File: src/rtl/nnpo_pkg.sv
package nnpo_pkg;

  localparam int unsigned FIELD_W = 32;
  localparam int unsigned MODE_W  = 3;

  // start point selection
  localparam logic [MODE_W-1:0] MODE_FIRST  = 3'd0;
  localparam logic [MODE_W-1:0] MODE_TOP    = 3'd1;
  localparam logic [MODE_W-1:0] MODE_LEFT   = 3'd2;
  localparam logic [MODE_W-1:0] MODE_RIGHT  = 3'd3;
  localparam logic [MODE_W-1:0] MODE_BOTTOM = 3'd4;

  typedef struct packed {
    logic signed [FIELD_W-1:0] point_x;
    logic signed [FIELD_W-1:0] point_y;
    logic signed [FIELD_W-1:0] point_z;
    logic                      last_point;
  } nnpo_in_t;

  typedef struct packed {
    logic signed [FIELD_W-1:0] out_x;
    logic signed [FIELD_W-1:0] out_y;
    logic signed [FIELD_W-1:0] out_z;
    logic                      last_out;
    logic                      overflowed;
  } nnpo_out_t;

  typedef struct packed {
    logic              wr_point;
    logic              scan_clr;
    logic              scan_issue;
    logic              scan_nn;
    logic [MODE_W-1:0] mode;
    logic              fetch;
    logic              emit;
    logic              emit_last;
    logic              emit_ovf;
  } nnpo_cmd_t;

  typedef struct packed {
    logic pipe_busy;
    logic have_best;
  } nnpo_sts_t;

endpackage

File: src/rtl/nnpo_ctrl.sv
module nnpo_ctrl
  import nnpo_pkg::*;
#(
  parameter int MAX_POINTS = 64
) (
  input  logic                          clk,
  input  logic                          rst_n,
  input  logic                          start,
  input  logic                          last_in,
  output logic                          busy,
  input  logic                          cfg_valid,
  input  logic [MODE_W-1:0]             cfg_data,
  output logic                          cfg_ready,
  output nnpo_cmd_t                     cmd,
  output logic [$clog2(MAX_POINTS)-1:0] wr_idx,
  output logic [$clog2(MAX_POINTS)-1:0] scan_idx,
  input  nnpo_sts_t                     sts
);

  localparam int IW = $clog2(MAX_POINTS);
  localparam int NW = IW + 1;
  localparam logic [NW-1:0] NMAX = NW'(MAX_POINTS);

  typedef enum logic [2:0] {
    S_IDLE,
    S_SCAN,
    S_DRAIN,
    S_FETCH,
    S_EMIT
  } state_t;

  state_t            state_r;
  logic [NW-1:0]     count_r;
  logic [NW-1:0]     emit_cnt_r;
  logic [IW-1:0]     j_r;
  logic              drop_r;
  logic              nn_r;
  logic [MODE_W-1:0] mode_r;

  logic          accept;
  logic          room;
  logic [NW-1:0] n_nxt;
  logic          mode_scan;
  logic          emit_last;

  assign busy      = (state_r != S_IDLE);
  assign cfg_ready = !busy;
  assign accept    = start && !busy;
  assign room      = count_r < NMAX;
  assign n_nxt     = room ? count_r + NW'(1) : count_r;
  assign emit_last = (emit_cnt_r + NW'(1)) == count_r;

  always_comb begin
    mode_scan = mode_r inside {MODE_TOP, MODE_LEFT, MODE_RIGHT, MODE_BOTTOM};
  end

  always_ff @(posedge clk) begin
    if (!rst_n) begin
      state_r    <= S_IDLE;
      count_r    <= '0;
      emit_cnt_r <= '0;
      j_r        <= '0;
      drop_r     <= 1'b0;
      nn_r       <= 1'b0;
      mode_r     <= MODE_FIRST;
    end else begin
      if (cfg_valid && cfg_ready) begin
        mode_r <= cfg_data;
      end
      case (state_r)
        S_IDLE: begin
          if (accept) begin
            count_r <= n_nxt;
            if (!room) begin
              drop_r <= 1'b1;
            end
            if (last_in) begin
              nn_r <= 1'b0;
              j_r  <= '0;
              if (n_nxt > NW'(1) && mode_scan) begin
                state_r <= S_SCAN;
              end else begin
                state_r <= S_FETCH;
              end
            end
          end
        end
        S_SCAN: begin
          j_r <= j_r + IW'(1);
          if ({1'b0, j_r} == count_r - NW'(1)) begin
            state_r <= S_DRAIN;
          end
        end
        S_DRAIN: begin
          if (!sts.pipe_busy) begin
            state_r <= S_FETCH;
          end
        end
        S_FETCH: begin
          state_r <= S_EMIT;
        end
        S_EMIT: begin
          if (emit_last) begin
            state_r    <= S_IDLE;
            count_r    <= '0;
            emit_cnt_r <= '0;
            drop_r     <= 1'b0;
          end else begin
            emit_cnt_r <= emit_cnt_r + NW'(1);
            nn_r       <= 1'b1;
            j_r        <= '0;
            state_r    <= S_SCAN;
          end
        end
        default: begin
          state_r <= S_IDLE;
        end
      endcase
    end
  end

  always_comb begin
    cmd.wr_point   = accept && room;
    cmd.scan_clr   = (state_r == S_IDLE) || (state_r == S_EMIT);
    cmd.scan_issue = (state_r == S_SCAN);
    cmd.scan_nn    = nn_r;
    cmd.mode       = mode_r;
    cmd.fetch      = (state_r == S_FETCH);
    cmd.emit       = (state_r == S_EMIT);
    cmd.emit_last  = emit_last;
    cmd.emit_ovf   = drop_r;
  end

  assign wr_idx   = count_r[IW-1:0];
  assign scan_idx = j_r;

  a_count_bound: assert property (@(posedge clk) disable iff (!rst_n)
    (state_r == S_EMIT) |-> (emit_cnt_r < count_r && count_r <= NMAX))
    else $error("emit index out of range");

  a_last_starts_run: assert property (@(posedge clk) disable iff (!rst_n)
    (accept && last_in) |=> busy)
    else $error("last point did not start ordering");

  a_run_ends_clean: assert property (@(posedge clk) disable iff (!rst_n)
    (state_r == S_EMIT && emit_last) |=> (state_r == S_IDLE && count_r == '0 && !drop_r))
    else $error("set not cleared after final beat");

  a_fetch_after_scan: assert property (@(posedge clk) disable iff (!rst_n)
    (state_r == S_FETCH && $past(state_r) == S_DRAIN) |-> sts.have_best)
    else $error("scan drained without a best point");

endmodule

File: config.mk
export PLATFORM = sky130hd
export DESIGN_NAME = nnpo_ctrl
export DESIGN_NICKNAME = d
export VERILOG_FILES = /design/src/rtl/nnpo_pkg.sv /design/src/rtl/nnpo_ctrl.sv
export SDC_FILE = /design/constraint.sdc
export NUM_CORES = 1
export LEC_CHECK = 0
export ABC_AREA = 0
export BUFFER_PORTS_ARGS = -buffer_cell sky130_fd_sc_hd__buf_4
export CORE_ASPECT_RATIO = 1.4
export CORE_MARGIN = 4
export CORE_UTILIZATION = 50
export DETAILED_ROUTE_END_ITERATION = 8
export GPL_ROUTABILITY_DRIVEN = 0
export PLACE_DENSITY = 0.83
export SLEW_MARGIN = 20
export SYNTH_ARGS = -nofsm -noshare
export SYNTH_HDL_FRONTEND = slang
export SYNTH_SLANG_ARGS = --single-unit
File: constraint.sdc
create_clock -name clk -period 2.4 [get_ports clk]
set_input_delay 0.12 -clock clk [delete_from_list [all_inputs] [get_ports clk]]
set_output_delay 0.12 -clock clk [all_outputs]
set_load 0.01 [all_outputs]
==> run summary, run 1 <==
largest family of logic cells by synthesized area = simple AND/OR/NAND/NOR gates
asr flop ratio synth = 0
met2 WL = 2.366 mm
maximum number of pins on one net before global-route repair = 23
Compound-Gate Fraction of Synth Area = 0.1929
WHS Path Cells = 3
Power Density = 566.9 mW/mm^2
critical path class = reg2reg
# setup viols final = 0
Post-Syn Nets = 254
Std-Cell Rows = 26
Root Driver = clkbuf_8
Tot Pwr = 1.277 mW
Register-to-Register Path Depth = 10
CP Capture Type = flip-flop
Switch Pwr = 0.3923 mW
H-Tree Depth = 1
area leader, netlist = dfxtp_1
io pins = 35
Slew Limit Fails = 0
critical path buffer and inverter count = 2
# diodes = 0
peak supply drop = 482.1 uV
CTS clk-pin slew, worst paths = 0.10 ns
die area = 0.004851 mm^2
post-synth top area share = 0.2959
layout cells sized above 1 = 0.2331
status = completed
Synth Area in Adders = 0.02642
Hold-fix buffers, CTS = 0
Hold Crit Class = in2reg
delay-heaviest family, CP = simple AND/OR/NAND/NOR gates
Pint = 0.8851 mW
Clk pwr share = 0.296
simple-gate share of the synthesized area = 0.2497
Fin Hold WS = 0.1053 ns
mux contribution to synthesized area = 0.04029
part of the power in combinational logic = 0.288
DP HPWL = 3.320 mm
routed via count = 1807
Worst path depth = 10
static leakage = 0.9529 nW
Detailed Routing Iterations Pass 1 = 4
Layout area overhead = 18.96%
GRT Total Usage = 0.1938
worst-skew pair later-pin latency = 0.28 ns
wire per inst = 14.72 um
CP cell instances = ha_4, nand3_2, buf_4, o21ai_0, and4b_1, and3_1, buf_4, nand2_1, and3_1, o21a_1
Slowest Stage Delay on Critical Path = 0.37 ns
Post-synth EDFFs = 0
Post-Syn Area = 0.001894 mm^2
worst-path fanout max = 8
antenna viol nets, final = 0
Warnings, synthesis = 0
grt ovf = 0
met3 WL = 254 um
Seq/Total Area, Yosys = 0.2959
Port Buffers = 33
DR vias/cell = 5.867
Starting Density = 0.5199
CTS Buf Count = 3
actual slew at the worst max-slew pin = 0.4621 ns
first-pass GRT wire length = 7.424 mm
vias in the first global route = 1668
FF+latch count, synth = 28
Tcrit/Tclk final = 0.9451
syn avg cell area = 7.893 um^2
slowest CP cell = dfxtp_2
final wirelength = 4.534 mm
worst-case clock buffer depth = 2
Area contributors post-synth = dfxtp_1, xor2_1, xnor2_1
TritonCTS clock tree = yes
Tmin final = 2.268 ns
highest routed layer = met4
FMAX = 440.9 MHz
Synth Area in XOR/XNOR = 0.1063
Sink Count = 28
CP Launch Type = flip-flop
WP data required = 2.58 ns
Switching Fraction = 0.3071
Final Hold Viols = 0
Core Area = 0.003643 mm^2
reg2reg setup slack = 0.13 ns
initial antenna violation count = 0
layout net count = 281
max_slew headroom = 0.6896
sum of negative setup slack = 0 ns
initial drt markers = 64
Netlist cell types = 47
utilization after layout = 0.6185
Cells after Synth = 240
detailed-routing wirelength on met1 = 1.798 mm
Reg power frac = 0.416
clock skew = 0.003441 ns
Post-route DRC = 0
worst endpoint data arrival time = 2.45 ns
Horiz. Die Dim = 60.02 um
MaxCap Viol Count = 0
main flop type after synthesis = dfxtp_1
die height = 80.83 um
==> tightest hold or removal path, cell delays in order <==
cell and delay (ns):
buf_4 0.11, nand3_1 0.05, a21boi_0 0.06
==> synth_stat cells (3+ instances only) <==
| cell type | n |
|---|---|
| xor2_1 | 12 |
| a21boi_0 | 7 |
| inv_1 | 6 |
| o21ai_0 | 15 |
| nand2b_1 | 3 |
| xnor2_1 | 11 |
| nor2b_1 | 9 |
| nor3_1 | 8 |
| nand2_1 | 18 |
| a31oi_1 | 12 |
| buf_4 | 9 |
| mux2i_1 | 5 |
| dfxtp_1 | 28 |
| nor2_1 | 22 |
| nand3_1 | 9 |
| buf_2 | 5 |
| a21oi_1 | 7 |
| ha_1 | 4 |
| and3_1 | 5 |
| clkbuf_1 | 9 |
==> area by class of cell <==
class / count / area (um^2)
Clock buffer: 3 / 41.29
Clock inverter: 1 / 30.03
Fill cell: 325 / 1390
Inverter: 6 / 22.52
Multi-Input combinational cell: 180 / 1182
Sequential cell: 28 / 564.3
Tap cell: 42 / 52.55
Timing Repair Buffer: 48 / 360.3
==> layer usage <==
metal  vias to the layer above  GRT usage
met4                         0     0.1042
met1                       832     0.2314
met3                        10    0.02226
met5                         -          0
li1                        886          -
met2                        79     0.3301
==> worst paths after layout <==
kind | start | to
max | emit_cnt_r[0] | count_r[6]
min | cfg_data[1] | mode_r[1]
max reg2reg | emit_cnt_r[0] | count_r[6]
min reg2reg | mode_r[0] | mode_r[0]
==> flip-flops by register name, summed over array words and instances, names as in the netlist <==
name and count:
count_r 7, drop_r 1, emit_cnt_r 7, mode_r 3, nn_r 1, scan_idx 6, state_r 3
==> cell usage in the layout, fill, tap and decap left out, types with 2 or more instances in the layout <==
cell,n
o21ai_0,15
dfxtp_1,25
nor2_1,22
and3_1,5
a31oi_1,12
inv_1,6
nand3_1,9
nor3_1,8
xnor2_1,11
nand2b_1,3
mux2i_1,5
a21oi_1,6
nor2b_1,9
clkbuf_8,3
o21a_1,2
xor2_1,12
nor4_1,2
or3_1,2
ha_1,3
nand4b_1,2
and3b_1,2
buf_4,48
a22oi_1,2
nand2_1,18
o2111ai_1,2
a21boi_0,7
nand3b_1,2
dfxtp_2,3
==> power groups by stage <==
stage / clock, mW / combinational (mW) / sequential (mW)
global placement: 0 / 0.354 / 0.540
detailed placement: 0 / 0.362 / 0.541
global route: 0.396 / 0.405 / 0.536
CTS: 0.383 / 0.366 / 0.531
finish: 0.379 / 0.367 / 0.531
floorplan: 0 / 0.260 / 0.522
==> per-stage QoR <==
stage               worst slack [ns]  cell area, um^2  std cells
floorplan                    0.05855             1894        240
global placement              0.1143             2147        302
detailed placement           0.05349             2147        302
CTS                          0.01594             2218        306
global route               -0.008184             2253        308
finish                        0.1318             2253        308
==> logic make-up (layout without fill, tap and decap cells) <==
family          after synthesis  after routing
flops                        28             28
simple gates                 91             91
fa+ha+maj                     4              4
buf+inv                      32             58
compound gates               55             55
xor+xnor                     23             23
mux                           7              7
==> repair_timing <==
action,in CTS,in global routing
resized for setup,0,6
setup buffers,0,2
setup endpoints to repair,0,11
Note: power is estimated with default switching activity, not from simulation.
==> run 2, diff against run 1 <==
Settings changed: CORE_UTILIZATION 50 to 52, CTS_BUF_LIST set to sky130_fd_sc_hd__clkbuf_8, PLACE_DENSITY 0.83 to 0.85, TNS_END_PERCENT set to 50.
==> run 2 against run 1 <==
Routed wire length fell by 3.4%. Critical path depth is 1 lower. Highest routed layer unchanged. Largest power group unchanged. Largest cell class unchanged. Worst setup slack better by 0.031 ns.
==> run summary, run 2 (synthesized netlist as in run 1, its figures left out) <==
io pins = 35 (unchanged)
Inst Count DP = 300 (-0.66%)
worst endpoint data arrival time = 2.45 ns (about the same)
die height = 79.42 um (-1.8%)
worst-skew pair later-pin latency = 0.27 ns (about the same)
maximum number of pins on one net before global-route repair = 23 (unchanged)
CP Launch Type = flip-flop
first-pass GRT wire length = 7.452 mm (+0.38%)
WP data required = 2.61 ns (+0.03 ns)
worst-path fanout max = 9 (+1)
Post-route DRC = 0 (unchanged)
Starting Density = 0.5505 (+0.03063)
vias in the first global route = 1706 (+2.3%)
DP HPWL = 3.357 mm (+1.1%)
Fin Hold WS = 0.1084 ns (+0.003160 ns)
Horiz. Die Dim = 59.01 um (-1.7%)
FMAX = 447.0 MHz (+1.4%)
H-Tree Depth = 1 (unchanged)
TritonCTS clock tree = yes
worst-case clock buffer depth = 2 (unchanged)
most frequent cells in the layout = buf_4, dfxtp_1, nor2_1
MaxCap Viol Count = 0 (unchanged)
Core Area = 0.003441 mm^2 (-5.6%)
GRT Total Usage = 0.1983 (+0.004445)
Port Buffers = 33 (unchanged)
routed via count = 1787 (-1.1%)
max_slew headroom = 0.6783 (-0.01125)
static leakage = 0.9514 nW (-0.16%)
Power Density = 532.0 mW/mm^2 (-6.2%)
initial drt markers = 74 (+16%)
final cell count without fillers = 307 (-0.32%)
Std-Cell Rows = 25 (-3.8%)
Tcrit/Tclk final = 0.9322 (-0.01289)
final wirelength = 4.379 mm (-3.4%)
initial antenna violation count = 0 (unchanged)
layout cells sized above 1 = 0.2247 (-0.008364)
CTS clk-pin slew, worst paths = 0.09 ns (about the same)
Final Hold Viols = 0 (unchanged)
wire per inst = 14.26 um (-3.1%)
layout net count = 282 (+0.36%)
peak supply drop = 415.4 uV (-14%)
Hold Crit Class = in2reg
Layout area overhead = 18.03%
Detailed Routing Iterations Pass 1 = 4 (unchanged)
Hold-fix buffers, CTS = 0 (unchanged)
actual slew at the worst max-slew pin = 0.4789 ns (+0.01675 ns)
clock skew = 0.002629 ns (-0.0008126 ns)
CP Capture Type = flip-flop
# setup viols final = 0 (unchanged)
critical path class = reg2reg
Slew Limit Fails = 0 (unchanged)
Sink Count = 28 (unchanged)
die area = 0.004686 mm^2 (-3.4%)
DR vias/cell = 5.821 (-0.78%)
CTS Buf Count = 3 (unchanged)
grt ovf = 0 (unchanged)
# diodes = 0 (unchanged)
Tmin final = 2.237 ns (-0.03093 ns)
commonest non-fill, non-tap cell in the layout = buf_4
Root Driver = clkbuf_8
antenna viol nets, final = 0 (unchanged)
status = completed
==> run 2: cell count changes in the layout (fill, tap and decap cells not counted) <==
cell	change
a21oi_1	+1
a21oi_2	-1
buf_4	+1
bufinv_16	-1
clkbuf_8	+1
dfxtp_1	+2
dfxtp_2	-2
==> run 2: layout make-up <==
class | instances | area, um^2
fillers | 290 | 1205
multi-input cells | 180 | 1179
flip-flops and latches | 28 | 561.8
repair buffers | 49 | 367.9
clock buffers | 4 | 55.05
well taps | 40 | 50.05
inverters | 6 | 22.52
==> run 2: stage by stage <==
stage           TNS [ns]  setup slack (ns)    util  power (mW)  cell area, um^2
2_1_floorplan          0           0.05855       -      0.7818             1894
3_3_place_gp           0            0.1041  0.6233      0.8957             2145
3_5_place_dp           0           0.05500  0.6233      0.9063             2145
4_1_cts                0           0.03141  0.6393       1.193             2200
5_1_grt        -0.008098         -0.008098  0.6498       1.253             2236
6_report               0            0.1627  0.6498       1.190             2236
==> run 2: repair_timing <==
item                                    CTS  global route
gates resized for setup                   0             3
setup buffers                             0             3
endpoints found under the setup margin    0            11
==> run 2: critical path: stages (launching register included) <==
cell      delay [ns]
dfxtp_1         0.37
ha_4            0.17
nand3_2         0.08
or3_1           0.36
and4b_1         0.22
a31oi_1         0.16
buf_4           0.19
o211ai_1        0.12
or3_1           0.36
a21oi_1         0.13
==> run 2: final timing paths <==
kind	cells past startpoint	from	endpoint	slack (ns)
worst max-delay path	9	emit_cnt_r[1]	scan_idx[5]	0.16
worst min register to register	2	mode_r[1]	mode_r[1]	0.49
worst min-delay path	3	cfg_data[2]	mode_r[2]	0.11
worst max register to register	9	emit_cnt_r[1]	scan_idx[5]	0.16
==> run 2: routing by layer <==
layer / up-vias / part of all wire / track usage
li1: 889 / - / -
met1: 833 / 0.38 / 0.2217
met2: 52 / 0.55 / 0.3628
met3: 13 / 0.040 / 0.02589
met4: 0 / 0.025 / 0.08390
met5: - / 0 / 0
==> run 2: report_power, final <==
part	leakage, nW	internal [mW]	total (mW)	switching [mW]
registers	0.227	0.488	0.525	0.0369
clock network	0.0288	0.147	0.291	0.144
logic	0.695	0.177	0.374	0.197
